`config.mk`:
```
export PLATFORM = sky130hd
export DESIGN_NAME = rotary_speaker_speed_control_flat
export DESIGN_NICKNAME = d
export VERILOG_FILES = /design/src/rtl/rssc_pkg.sv /design/src/rtl/rssc_if.sv /design/src/rtl/rssc_cfg_regs.sv /design/src/rtl/rssc_rotor.sv /design/src/rtl/rotary_speaker_speed_control.sv /design/src/flat_wrapper.sv
export VERILOG_INCLUDE_DIRS = /design/src /design/src/rtl
export SDC_FILE = /design/constraint.sdc
export NUM_CORES = 1
export LEC_CHECK = 0
export ABC_AREA = 1
export BUFFER_PORTS_ARGS = -buffer_cell sky130_fd_sc_hd__buf_2
export CORE_UTILIZATION = 65
export CTS_CLUSTER_SIZE = 40
export DETAILED_ROUTE_END_ITERATION = 8
export PLACE_DENSITY = 0.84
export SLEW_MARGIN = 20
export SYNTH_ARGS = -nofsm -noshare
export SYNTH_HDL_FRONTEND = slang
export SYNTH_HIERARCHICAL = 1
export SYNTH_SLANG_ARGS = --single-unit
```
`constraint.sdc`:
```
create_clock -name clk_i -period 17.2 [get_ports clk_i]
set_input_delay 2.58 -clock clk_i [delete_from_list [all_inputs] [get_ports clk_i]]
set_output_delay 2.58 -clock clk_i [all_outputs]
set_load 0.005 [all_outputs]
```
`src/rtl/rotary_speaker_speed_control_assert.svh`:
```
// Assertion macros shared by the rotary speaker speed control RTL
`ifndef ROTARY_SPEAKER_SPEED_CONTROL_ASSERT_SVH
`define ROTARY_SPEAKER_SPEED_CONTROL_ASSERT_SVH

// Invariant that must hold at every clock edge out of reset
`define RSSC_ASSERT_ALWAYS(label, expr, msg) \
  label: assert property (@(posedge clk_i) disable iff (!rst_ni) (expr)) else $error(msg);

// Same-cycle implication
`define RSSC_ASSERT_IMPL(label, ante, cons, msg) \
  label: assert property (@(posedge clk_i) disable iff (!rst_ni) (ante) |-> (cons)) \
    else $error(msg);

// Next-cycle implication
`define RSSC_ASSERT_NEXT(label, ante, cons, msg) \
  label: assert property (@(posedge clk_i) disable iff (!rst_ni) (ante) |=> (cons)) \
    else $error(msg);

`endif

```
`src/rtl/rssc_pkg.sv`:
```
// Types, constants and the gamma cosine table of the rotary speaker speed control
package rssc_pkg;

  // Rotor model constants
  localparam int unsigned ACCEL_STEP        = 128;
  localparam int unsigned STOP_RATE         = 0;
  localparam int unsigned LIGHT_TABLE_DEPTH = 256;  // power of two, 64..4096
  localparam int unsigned LIGHT_DEPTH_LOG2  = $clog2(LIGHT_TABLE_DEPTH);

  // Field widths
  localparam int unsigned CTRL_W     = 7;
  localparam int unsigned CHAN_W     = 5;
  localparam int unsigned CCVAL_W    = 7;
  localparam int unsigned SPEED_W    = 2;
  localparam int unsigned LIGHT_W    = 8;
  localparam int unsigned RATE_W     = 15;
  localparam int unsigned KEEP_W     = 16;
  localparam int unsigned PHASE_W    = 17;
  localparam int unsigned CFG_IDX_W  = 4;
  localparam int unsigned CFG_DATA_W = 16;

  // One full rotor turn in phase units
  localparam logic [PHASE_W-1:0] TURN = PHASE_W'(65536);

  typedef enum logic [SPEED_W-1:0] {
    SPEED_STOP = 2'd0,
    SPEED_SLOW = 2'd1,
    SPEED_FAST = 2'd2
  } speed_e;

  typedef enum logic [CFG_IDX_W-1:0] {
    CFG_CONTROLLER = 4'd0,
    CFG_CHANNEL    = 4'd1,
    CFG_VAL_STOP   = 4'd2,
    CFG_VAL_SLOW   = 4'd3,
    CFG_VAL_FAST   = 4'd4,
    CFG_SLOW_RATE  = 4'd5,
    CFG_FAST_RATE  = 4'd6,
    CFG_FRICTION   = 4'd7
  } cfg_idx_e;

  typedef struct packed {
    logic [CTRL_W-1:0]  controller_number;
    logic [CHAN_W-1:0]  midi_channel;
    logic [CCVAL_W-1:0] value_stopped;
    logic [CCVAL_W-1:0] value_slow;
    logic [CCVAL_W-1:0] value_fast;
    logic [RATE_W-1:0]  slow_rate;
    logic [RATE_W-1:0]  fast_rate;
    logic [KEEP_W-1:0]  friction_keep;
  } cfg_t;

  // Control from the speed logic to the rotor
  typedef struct packed {
    logic   step;   // commit one normal tick
    speed_e speed;  // speed of the request being processed
  } rotor_ctrl_t;

  // Status back from the rotor
  typedef struct packed {
    logic [PHASE_W-1:0] phase_q;  // stored phase
    logic [LIGHT_W-1:0] light;    // level for the phase this request leaves
  } rotor_stat_t;

  // First half of the gamma-2.4 cosine wave; entry i equals entry 256 - i
  localparam logic [LIGHT_W-1:0] HALF_WAVE [129] = '{
    8'd255, 8'd255, 8'd255, 8'd254, 8'd254, 8'd253, 8'd252, 8'd251,
    8'd249, 8'd248, 8'd246, 8'd244, 8'd242, 8'd240, 8'd237, 8'd235,
    8'd232, 8'd230, 8'd227, 8'd224, 8'd220, 8'd217, 8'd214, 8'd210,
    8'd206, 8'd203, 8'd199, 8'd195, 8'd191, 8'd187, 8'd183, 8'd178,
    8'd174, 8'd170, 8'd166, 8'd161, 8'd157, 8'd153, 8'd148, 8'd144,
    8'd140, 8'd135, 8'd131, 8'd126, 8'd122, 8'd118, 8'd114, 8'd109,
    8'd105, 8'd101, 8'd97,  8'd93,  8'd89,  8'd85,  8'd81,  8'd78,
    8'd74,  8'd71,  8'd67,  8'd64,  8'd60,  8'd57,  8'd54,  8'd51,
    8'd48,  8'd46,  8'd43,  8'd40,  8'd38,  8'd35,  8'd33,  8'd31,
    8'd29,  8'd27,  8'd25,  8'd23,  8'd21,  8'd20,  8'd18,  8'd17,
    8'd15,  8'd14,  8'd13,  8'd12,  8'd10,  8'd9,   8'd9,   8'd8,
    8'd7,   8'd6,   8'd5,   8'd5,   8'd4,   8'd4,   8'd3,   8'd3,
    8'd3,   8'd2,   8'd2,   8'd2,   8'd1,   8'd1,   8'd1,   8'd1,
    8'd1,   8'd1,   8'd0,   8'd0,   8'd0,   8'd0,   8'd0,   8'd0,
    8'd0,   8'd0,   8'd0,   8'd0,   8'd0,   8'd0,   8'd0,   8'd0,
    8'd0,   8'd0,   8'd0,   8'd0,   8'd0,   8'd0,   8'd0,   8'd0,
    8'd0
  };

  // Quantize the phase to the table depth, then fold onto the half wave.
  // A parked phase of one full turn has zero low bits and reads entry 0.
  function automatic logic [LIGHT_W-1:0] light_of(logic [PHASE_W-1:0] phase);
    logic [15:0] q_al;
    logic [7:0]  idx;
    logic [7:0]  fold;
    q_al = phase[15:0] & (16'hFFFF << (16 - LIGHT_DEPTH_LOG2));
    idx  = q_al[15:8];
    if (idx > 8'd128) begin
      fold = 8'(9'd256 - {1'b0, idx});
    end else begin
      fold = idx;
    end
    return HALF_WAVE[fold];
  endfunction

endpackage

```
`src/rtl/rssc_if.sv`:
```
// Valid/ready channels carrying tick requests and results

// Tick request channel
interface rssc_in_if;
  logic valid;
  logic ready;
  logic action;
  logic speed_pressed;
  logic slow_mode;

  modport source (output valid, action, speed_pressed, slow_mode, input ready);
  modport sink   (input valid, action, speed_pressed, slow_mode, output ready);
endinterface

// Result channel
interface rssc_out_if;
  logic       valid;
  logic       ready;
  logic       cc_send;
  logic [6:0] cc_controller;
  logic [4:0] cc_channel;
  logic [6:0] cc_value;
  logic [1:0] speed_now;
  logic [7:0] light_level;

  modport source (output valid, cc_send, cc_controller, cc_channel, cc_value,
                  speed_now, light_level, input ready);
  modport sink   (input valid, cc_send, cc_controller, cc_channel, cc_value,
                  speed_now, light_level, output ready);
endinterface

```
`src/rtl/rssc_cfg_regs.sv`:
```
// Configuration register file of the rotary speaker speed control
module rssc_cfg_regs (
  input  logic                             clk_i,
  input  logic                             rst_ni,
  input  logic                             cfg_we_i,
  input  logic [rssc_pkg::CFG_IDX_W-1:0]   cfg_idx_i,
  input  logic [rssc_pkg::CFG_DATA_W-1:0]  cfg_data_i,
  output rssc_pkg::cfg_t                   cfg_o
);
  import rssc_pkg::*;

  cfg_t cfg_q;
  cfg_t cfg_d;

  // Decode the write; unknown indexes are dropped
  always_comb begin
    cfg_d = cfg_q;
    if (cfg_we_i) begin
      unique case (cfg_idx_i)
        CFG_CONTROLLER: cfg_d.controller_number = cfg_data_i[CTRL_W-1:0];
        CFG_CHANNEL:    cfg_d.midi_channel      = cfg_data_i[CHAN_W-1:0];
        CFG_VAL_STOP:   cfg_d.value_stopped     = cfg_data_i[CCVAL_W-1:0];
        CFG_VAL_SLOW:   cfg_d.value_slow        = cfg_data_i[CCVAL_W-1:0];
        CFG_VAL_FAST:   cfg_d.value_fast        = cfg_data_i[CCVAL_W-1:0];
        CFG_SLOW_RATE:  cfg_d.slow_rate         = cfg_data_i[RATE_W-1:0];
        CFG_FAST_RATE:  cfg_d.fast_rate         = cfg_data_i[RATE_W-1:0];
        CFG_FRICTION:   cfg_d.friction_keep     = cfg_data_i[KEEP_W-1:0];
        default: ;
      endcase
    end
  end

  always_ff @(posedge clk_i or negedge rst_ni) begin
    if (!rst_ni) begin
      cfg_q.controller_number <= CTRL_W'(0);
      cfg_q.midi_channel      <= CHAN_W'(1);
      cfg_q.value_stopped     <= CCVAL_W'(0);
      cfg_q.value_slow        <= CCVAL_W'(64);
      cfg_q.value_fast        <= CCVAL_W'(127);
      cfg_q.slow_rate         <= RATE_W'(256);
      cfg_q.fast_rate         <= RATE_W'(2048);
      cfg_q.friction_keep     <= KEEP_W'(65000);
    end else begin
      cfg_q <= cfg_d;
    end
  end

  assign cfg_o = cfg_q;

endmodule

```
`src/rtl/rssc_rotor.sv`:
```
// Simulated rotor: rate ramp, friction, phase advance and indicator level
module rssc_rotor (
  input  logic                  clk_i,
  input  logic                  rst_ni,
  input  rssc_pkg::rotor_ctrl_t ctrl_i,
  input  rssc_pkg::cfg_t        cfg_i,
  output rssc_pkg::rotor_stat_t stat_o
);
  import rssc_pkg::*;

  logic [RATE_W-1:0]        rate_q, rate_d;
  logic [PHASE_W-1:0]       phase_q, phase_d;
  logic [RATE_W-1:0]        target;
  logic [RATE_W:0]          ramp_sum;
  logic [RATE_W-1:0]        ramped;
  logic [RATE_W+KEEP_W-1:0] product;
  logic [PHASE_W:0]         phase_sum;
  logic [PHASE_W-1:0]       phase_new;

  // Target rate for the speed
  always_comb begin
    case (ctrl_i.speed)
      SPEED_SLOW: target = cfg_i.slow_rate;
      SPEED_FAST: target = cfg_i.fast_rate;
      default:    target = RATE_W'(STOP_RATE);
    endcase
  end

  // Ramp up toward the target when below it, then apply the Q0.16 friction factor
  assign ramp_sum = {1'b0, rate_q} + (RATE_W+1)'(ACCEL_STEP);
  always_comb begin
    if (rate_q < target) begin
      ramped = (ramp_sum < {1'b0, target}) ? ramp_sum[RATE_W-1:0] : target;
    end else begin
      ramped = rate_q;
    end
  end
  assign product = ramped * cfg_i.friction_keep;
  assign rate_d  = product[RATE_W+KEEP_W-1:KEEP_W];

  // Phase advance; past a full turn it wraps, or parks when stopped and the rate is at or below the target
  assign phase_sum = {1'b0, phase_q} + (PHASE_W+1)'(rate_d);
  always_comb begin
    if (phase_sum > {1'b0, TURN}) begin
      if (ctrl_i.speed == SPEED_STOP && rate_d <= target) begin
        phase_new = TURN;
      end else begin
        phase_new = PHASE_W'(phase_sum - {1'b0, TURN});
      end
    end else begin
      phase_new = phase_sum[PHASE_W-1:0];
    end
  end

  assign phase_d = ctrl_i.step ? phase_new : phase_q;

  always_ff @(posedge clk_i or negedge rst_ni) begin
    if (!rst_ni) begin
      rate_q  <= '0;
      phase_q <= '0;
    end else if (ctrl_i.step) begin
      rate_q  <= rate_d;
      phase_q <= phase_new;
    end
  end

  assign stat_o.phase_q = phase_q;
  assign stat_o.light   = light_of(phase_d);

endmodule

```
`src/rtl/rotary_speaker_speed_control.sv`:
```
// Rotary speaker speed control top level: request stage, speed logic, result stage.
// A request is held in the request register, then in the result register.
// Throughput: one request per cycle; the request register is reloaded whenever
// the result register is empty or being taken, so both sides can stall freely.
// Reset (rst_ni, asynchronous, active low) empties both stages, clears the fast
// flag, last speed, rotor rate and phase, and loads the register defaults.
module rotary_speaker_speed_control (
  input  logic                             clk_i,
  input  logic                             rst_ni,
  input  logic                             cfg_we_i,
  input  logic [rssc_pkg::CFG_IDX_W-1:0]   cfg_idx_i,
  input  logic [rssc_pkg::CFG_DATA_W-1:0]  cfg_data_i,
  rssc_in_if.sink                          item_in,
  rssc_out_if.source                       result_out
);
  import rssc_pkg::*;

  cfg_t        cfg;
  rotor_ctrl_t rotor_ctrl;
  rotor_stat_t rotor_stat;

  // Request stage
  logic in_valid_q;
  logic in_action_q, in_pressed_q, in_slow_q;
  logic advance;

  // Speed state
  logic   fast_q, fast_d;
  speed_e last_speed_q;
  speed_e speed;
  logic   send;
  logic [CCVAL_W-1:0] value;

  // Result stage
  logic               out_valid_q;
  logic               out_send_q;
  logic [CTRL_W-1:0]  out_ctrl_q;
  logic [CHAN_W-1:0]  out_chan_q;
  logic [CCVAL_W-1:0] out_value_q;
  speed_e             out_speed_q;
  logic [LIGHT_W-1:0] out_light_q;

  rssc_cfg_regs u_cfg (
    .clk_i      (clk_i),
    .rst_ni     (rst_ni),
    .cfg_we_i   (cfg_we_i),
    .cfg_idx_i  (cfg_idx_i),
    .cfg_data_i (cfg_data_i),
    .cfg_o      (cfg)
  );

  // Handshake: the held request moves on when the result register is empty or being taken
  assign advance       = in_valid_q && (!out_valid_q || result_out.ready);
  assign item_in.ready = !in_valid_q || advance;

  always_ff @(posedge clk_i or negedge rst_ni) begin
    if (!rst_ni) begin
      in_valid_q <= 1'b0;
    end else if (item_in.ready) begin
      in_valid_q <= item_in.valid;
    end
  end

  always_ff @(posedge clk_i) begin
    if (item_in.valid && item_in.ready) begin
      in_action_q  <= item_in.action;
      in_pressed_q <= item_in.speed_pressed;
      in_slow_q    <= item_in.slow_mode;
    end
  end

  // Speed decision; a forced resend ignores the button and keeps the speed and rotor state
  assign fast_d = in_action_q ? fast_q : (fast_q ^ in_pressed_q);

  always_comb begin
    if (fast_d) begin
      speed = SPEED_FAST;
    end else if (in_slow_q) begin
      speed = SPEED_SLOW;
    end else begin
      speed = SPEED_STOP;
    end
  end

  assign send = in_action_q || (speed != last_speed_q);

  always_comb begin
    case (speed)
      SPEED_FAST: value = cfg.value_fast;
      SPEED_SLOW: value = cfg.value_slow;
      default:    value = cfg.value_stopped;
    endcase
  end

  always_ff @(posedge clk_i or negedge rst_ni) begin
    if (!rst_ni) begin
      fast_q       <= 1'b0;
      last_speed_q <= SPEED_STOP;
    end else if (advance && !in_action_q) begin
      fast_q       <= fast_d;
      last_speed_q <= speed;
    end
  end

  // Rotor steps on normal ticks only
  assign rotor_ctrl.step  = advance && !in_action_q;
  assign rotor_ctrl.speed = speed;

  rssc_rotor u_rotor (
    .clk_i  (clk_i),
    .rst_ni (rst_ni),
    .ctrl_i (rotor_ctrl),
    .cfg_i  (cfg),
    .stat_o (rotor_stat)
  );

  // Result register
  always_ff @(posedge clk_i or negedge rst_ni) begin
    if (!rst_ni) begin
      out_valid_q <= 1'b0;
    end else if (!out_valid_q || result_out.ready) begin
      out_valid_q <= in_valid_q;
    end
  end

  always_ff @(posedge clk_i) begin
    if (advance) begin
      out_send_q  <= send;
      out_ctrl_q  <= cfg.controller_number;
      out_chan_q  <= cfg.midi_channel;
      out_value_q <= value;
      out_speed_q <= speed;
      out_light_q <= rotor_stat.light;
    end
  end

  assign result_out.valid         = out_valid_q;
  assign result_out.cc_send       = out_send_q;
  assign result_out.cc_controller = out_ctrl_q;
  assign result_out.cc_channel    = out_chan_q;
  assign result_out.cc_value      = out_value_q;
  assign result_out.speed_now     = out_speed_q;
  assign result_out.light_level   = out_light_q;

`include "rotary_speaker_speed_control_assert.svh"

  // Phase never passes one full turn
  `RSSC_ASSERT_ALWAYS(a_phase_bound, rotor_stat.phase_q <= TURN,
                      "rotor phase beyond a full turn")
  // A stalled result blocks the request stage
  `RSSC_ASSERT_IMPL(a_stall_holds, out_valid_q && !result_out.ready, !advance,
                    "advance while stalled")
  // A forced resend leaves the rotor and the fast flag alone and always sends
  `RSSC_ASSERT_NEXT(a_force_keeps, advance && in_action_q,
                    $stable(rotor_stat.phase_q) && $stable(fast_q), "force changed state")
  `RSSC_ASSERT_NEXT(a_force_sends, advance && in_action_q, out_valid_q && out_send_q,
                    "force did not send")

endmodule
```
`src/flat_wrapper.sv`:
```
// flat-port wrapper written by rule: the top's interface ports become plain ports
module rotary_speaker_speed_control_flat import rssc_pkg::*;
  (clk_i, rst_ni, cfg_we_i, cfg_idx_i, cfg_data_i, item_in_valid, item_in_action, item_in_speed_pressed, item_in_slow_mode, item_in_ready, result_out_valid, result_out_cc_send, result_out_cc_controller, result_out_cc_channel, result_out_cc_value, result_out_speed_now, result_out_light_level, result_out_ready);
  rssc_in_if item_in_i ();
  rssc_out_if result_out_i ();
  input  logic clk_i;
  input  logic rst_ni;
  input  logic cfg_we_i;
  input  logic [rssc_pkg::CFG_IDX_W-1:0] cfg_idx_i;
  input  logic [rssc_pkg::CFG_DATA_W-1:0] cfg_data_i;
  input wire logic [$bits(item_in_i.valid)-1:0] item_in_valid;
  input wire logic [$bits(item_in_i.action)-1:0] item_in_action;
  input wire logic [$bits(item_in_i.speed_pressed)-1:0] item_in_speed_pressed;
  input wire logic [$bits(item_in_i.slow_mode)-1:0] item_in_slow_mode;
  output wire logic [$bits(item_in_i.ready)-1:0] item_in_ready;
  output wire logic [$bits(result_out_i.valid)-1:0] result_out_valid;
  output wire logic [$bits(result_out_i.cc_send)-1:0] result_out_cc_send;
  output wire logic [$bits(result_out_i.cc_controller)-1:0] result_out_cc_controller;
  output wire logic [$bits(result_out_i.cc_channel)-1:0] result_out_cc_channel;
  output wire logic [$bits(result_out_i.cc_value)-1:0] result_out_cc_value;
  output wire logic [$bits(result_out_i.speed_now)-1:0] result_out_speed_now;
  output wire logic [$bits(result_out_i.light_level)-1:0] result_out_light_level;
  input wire logic [$bits(result_out_i.ready)-1:0] result_out_ready;
  assign item_in_i.valid = item_in_valid;
  assign item_in_i.action = item_in_action;
  assign item_in_i.speed_pressed = item_in_speed_pressed;
  assign item_in_i.slow_mode = item_in_slow_mode;
  assign item_in_ready = item_in_i.ready;
  assign result_out_valid = result_out_i.valid;
  assign result_out_cc_send = result_out_i.cc_send;
  assign result_out_cc_controller = result_out_i.cc_controller;
  assign result_out_cc_channel = result_out_i.cc_channel;
  assign result_out_cc_value = result_out_i.cc_value;
  assign result_out_speed_now = result_out_i.speed_now;
  assign result_out_light_level = result_out_i.light_level;
  assign result_out_i.ready = result_out_ready;
  rotary_speaker_speed_control u_core (.clk_i(clk_i), .rst_ni(rst_ni), .cfg_we_i(cfg_we_i), .cfg_idx_i(cfg_idx_i), .cfg_data_i(cfg_data_i), .item_in(item_in_i), .result_out(result_out_i));
endmodule
```
Word-level counts from Yosys, hierarchy flattened --
Memory sizes are Yosys's and may differ from the RTL's. A register that Yosys moved wholly into a read port is not among the register bits. Cells that the tools add are included. Widths: inputs -> output; s select.
Storage, ports and cells: register bits 141, bits in latches 0, memory bits (writable) 0, ROM bits 2048, input port bits 28, output and inout port bits 32, word-level logic and storage cells 77, memories 1
Operators by class: $add $sub $neg 4, multipliers 1, div/mod/pow operators 0, order comparisons 5, equality and inequality tests 10, shift-type cells 0, muxes and demuxes 11, bitwise logic cells 2, reductions and logical operators 20
Memories:
- (no name shown) | depth 256, width 8, read ports 1, clocked after Yosys merged registers in 1, wr ports 0, line rssc_pkg.sv:99 | return HALF_WAVE[fold];
Operators by type and width (number):
- $mux 17 | 2
- $mul 15x16->31 | 1
- $mux 15 | 2
- $pmux 15 s2 | 1
- $add 17x15->18 | 1
- $gt 18x17->1 const B | 1
- $sub 17x17->17 const B | 1
- $add 15x8->16 const B | 1
- $eq 4x3->1 const B | 4
- $lt 16x15->1 | 1
- $mux 16 | 1
- $reduce_and 2->1 | 8
- $le 15x15->1 | 1
- $lt 15x15->1 | 1
- $pmux 7 s2 | 1
- $not 8->9 | 1
- $eq 4x2->1 const B | 2
- $gt 8x8->1 const B | 1
- $mux 8 | 1
- $sub 1x8->8 const A | 1
- $eq 4x1->1 const B | 1
- $logic_and 1x1->1 | 4
- $logic_not 4->1 | 1
- $logic_not 1->1 | 3
- 8 further kinds | 11

Longest topological paths before layout --
depth in word-level cells 17, gate-level depth with buffers 80, depth with buffers taken out 77

By module --
Netlist, hierarchy kept.
By module, submodules not included:
- rssc_rotor | instances 1, cells an instance 1863, area an instance 12992.5 um^2, sequential area each 800.8 um^2
- rssc_cfg_regs | instances 1, cells an instance 393, area an instance 3477.1 um^2, sequential area each 2004.4 um^2
- rotary_speaker_speed_control | instances 1, cells an instance 98, area an instance 1431.4 um^2, sequential area each 1091.0 um^2

Worst setup path before layout --
OpenSTA, ideal clock, no wires.
path type register to register, from register u_core.in_action_q, to register u_core.out_light_q[2], in the netlist u_core/result_out.light_level[2], data pin, library setup time 0.258 ns, arrival time 11.603 ns, data required time 16.942 ns, path slack 5.339 ns, stages on the path, launching flop included 68, path buffers 3, period minus slack after synthesis 11.861 ns, path through edfxtp_1 inv_2 nand2_2 nand2_4 nand3_1 inv_1 inv_1 ha_1 clkbuf_1 nand2_1 ha_1 nand2_1 nor2_1 a211oi_1 o221a_2 a21boi_0 clkbuf_1 inv_1 [... 32 more ...] nand3_4 a22oi_2 ha_1 nand3_1 nor2_2 nand3_2 nand2_1 nand2_1 nand2_2 inv_1 ha_1 nand2_1 o21ai_1 nand2_1 nand2_1 nand2_1 a21oi_1 a21oi_1
RTL lines:
- from (decl) | line rotary_speaker_speed_control.sv:24 | logic in_action_q, in_pressed_q, in_slow_q;
- from (signal assigned) | line rotary_speaker_speed_control.sv:66 | in_action_q <= item_in.action;
- to (decl) | line rotary_speaker_speed_control.sv:41 | logic [LIGHT_W-1:0] out_light_q;

==> flow_metrics.py <==
metrics = {
    "floorplan": {
        "rows": 60,
        "die_area_um2": 28200,
        "initial_core_util": 0.664,
        "die_x_um": 168,
        "die_y_um": 168,
        "ioPinCount": 60,
        "core_um2": 27000,
    },
    "sta": {
        "setup_viol": 0,
        "finalHoldViolCount": 0,
        "final.setup.worst_slack_ns": 2.91,
        "period_share": 0.831,
        "fin_skew_ns": 0.0108,
        "fmax_mhz": 70.0,
        "tightest_slew_ns": 0.973,
        "grt_setup_unrepaired": "false",
        "slew_viol_final": 0,
        "timing.max_slew.rel_slack": 0.351,
        "period_minus_slack_ns": 14.29,
        "setup_tns_ns": 0,
    },
    "routing": {
        "drtIter0Drc": 1868,
        "routed_wl_um": 53300,
        "ant_nets": 0,
        "first_pass_iters": 6,
        "post_drt_wl_per_cell_um": 19.4,
        "via_per_inst": 5.94,
        "drc_errors": 0,
        "vias": 16298,
    },
    "placement": {
        "hpwl_um": 42900,
        "gp_congestion": 1.06,
        "port_buffers": 59,
        "dp_cells": 2710,
        "pre_cts_ws_ns": 3.19,
    },
    "worst_setup_path": {
        "crit_top_cell": "nand2_1",
        "cp-start-kind": "register",
        "critPathArrivalTime_ns": 14.46,
        "slowest_stage": "fa_1",
        "critPathRequiredTime_ns": 17.36,
        "path_class": "reg -> reg",
        "end_kind": "register",
        "slowest_delay_ns": 0.61,
        "critical_path_peak_fanout": 17,
        "rr_worst_depth": 67,
    },
    "job": {
        "maxCapViolations": 0,
    },
    "global_routing": {
        "grt_pass1_vias": 16058,
        "antenna_found_initial": 1,
        "grt_max_degree": 76,
        "grt-ovfl-total": 0,
        "use_met1": 0.548,
        "busiest_layer": "met2",
        "grt_use_met3": 0.0785,
        "grt_use_total": 0.396,
        "met2_usage": 0.627,
        "grt_pass1_wl_um": 85800,
    },
    "final_layout": {
        "final_layout_size_suffix_gt1_frac": 0.0787,
        "multiInputGateArea_um2": 12100,
        "area_growth_syn_to_layout_pct": 6.10,
        "ff_latch_area_um2": 3900,
        "finalNetCount": 2757,
        "fin_cells": 2744,
        "utilization": 0.705,
        "num-fill-cells": 2206,
    },
    "clocking": {
        "cts_setup_buffers": 0,
        "cts_buffers": 17,
        "cts_sinks": 148,
        "cts_tree": "done",
        "ctsResizeCount": 0,
        "clk_pin_slew_ns": 0.07,
        "insertion_delay_ns": 0.43,
        "clock-root-buffer": "clkbuf_16",
        "h-tree-depth": 4,
        "cts_buffer_depth": 2,
        "cts_hold_buffers": 0,
    },
    "logic_synthesis": {
        "ys_seq_area_frac": 0.218,
        "syn_area_um2": 17900,
        "synth-edff-count": 33,
        "synth.net_count": 2723,
        "ys.flop_type": "dfrtp_1",
        "yosysWarnings": 6,
        "synth-seq-cells": 148,
        "synthArstFlopShare": 0.777,
        "syn_inst": 2354,
        "syn_area_per_cell_um2": 7.60,
        "synthDistinctLibCells": 62,
    },
    "status": {
        "status": "complete, no violations",
    },
    "worst_hold_path": {
        "holdCritPathClass": "reg -> reg",
        "holdPathStages": 0,
    },
}
critical path: cells and delay by family, from the launching register on:
family / cells / cell delay [ns]
DFF: 1 / 0.43
AOI/OAI and AO/OA: 12 / 2.68
adders and majority gates: 13 / 5.54
and+or+nand+nor: 31 / 3.98
buffers and inverters: 11 / 1.38
registers in the layout (all words and copies together), names as in the netlist:
name and flops:
u_core/in_slow_q 1, u_core/result_out.cc_send 1, u_core/u_cfg/cfg_o 79, u_core/in_action_q 1, u_core/u_rotor/phase_q 17, u_core/result_out.valid 1, u_core/result_out.light_level 8, u_core/result_out.cc_value 7
u_core/last_speed_q 1, u_core/result_out.cc_controller 7, u_core/in_valid_q 1, u_core/in_pressed_q 1, u_core/result_out.speed_now 2, u_core/result_out.cc_channel 5, u_core/fast_q 1, u_core/u_rotor/rate_q 15
final timing paths:
check / slack, ns / end / startpoint
max reg2reg: 2.91 / u_core/result_out.light_level[0]$_DFFE_PN_ / u_core/fast_q$_DFFE_PN0P_
min reg2reg: 0.46 / u_core/result_out.cc_channel[2]$_DFFE_PN_ / u_core/u_cfg/cfg_o[69]$_DFFE_PN0P_
min: 0.46 / u_core/result_out.cc_channel[2]$_DFFE_PN_ / u_core/u_cfg/cfg_o[69]$_DFFE_PN0P_
max: 2.91 / u_core/result_out.light_level[0]$_DFFE_PN_ / u_core/fast_q$_DFFE_PN0P_
min in group asynchronous: 2.11 / u_core/u_rotor/rate_q[11]$_DFFE_PN0P_ / rst_ni
max in group asynchronous: 13.71 / u_core/u_rotor/phase_q[3]$_DFFE_PN0P_ / rst_ni
cells by family after synthesis:
family          after synthesis  synth area share
buf+inv                     468             0.105
fa+ha+maj                   341             0.314
xor+xnor                     17           0.00937
flops                       148             0.218
simple gates               1167             0.279
compound gates              213            0.0751
synth_stat cells (14+ instances only):
cell type / instances / area, um2
edfxtp_1: 33 / 991
ha_1: 161 / 2010
xor2_1: 14 / 123
fa_1: 180 / 3600
clkbuf_1: 21 / 78.8
nand2_1: 698 / 2620
o21ai_0: 44 / 220
nand4_1: 49 / 307
o21bai_1: 31 / 233
dfstp_2: 22 / 578
dfrtp_1: 93 / 2330
nand3_1: 102 / 510
a21oi_1: 62 / 310
a22o_1: 18 / 158
nor2_1: 229 / 860
inv_1: 389 / 1460
cell usage in the layout, fill, tap and decap left out, types with 11 or more instances in the layout:
master	instances
dfrtp_1	93
o21ai_0	44
a22o_1	18
dfstp_2	22
xor2_1	14
nor2_1	229
nor3_1	12
ha_1	161
buf_4	11
o211ai_1	13
clkinv_1	12
fa_1	180
and2_1	13
nand2_2	13
inv_2	12
nand2_1	698
nand4_1	49
o21bai_1	31
edfxtp_1	33
buf_2	58
clkbuf_16	18
nand3_1	102
a21oi_1	62
inv_1	389
metal layers:
layer	vias up	routed length, um
li1	7422	-
met1	7816	22100
met2	913	23900
met3	147	5580
met4	0	1800
met5	-	0
area by class of cell:
cell class / count / share of cell area
inverter: 414 / 0.0820
clock inverter: 12 / 0.00659
sequential: 148 / 0.205
clock buffer: 20 / 0.0252
timing repair buffer: 69 / 0.0196
antenna: 2 / 0.000264
multi-input combinational: 1738 / 0.639
tap: 341 / 0.0225
through the flow:
step / cell area (um2) / hold WS, ns
floorplan: 17900 / 0.425
global placement: 18400 / 0.431
detailed placement: 18400 / 0.442
CTS: 19000 / 0.459
global route: 19000 / 0.470
finish: 19000 / 0.456
Power is not shown: default switching activity piles up to over one toggle a cycle in this logic, so the estimate is an artifact.
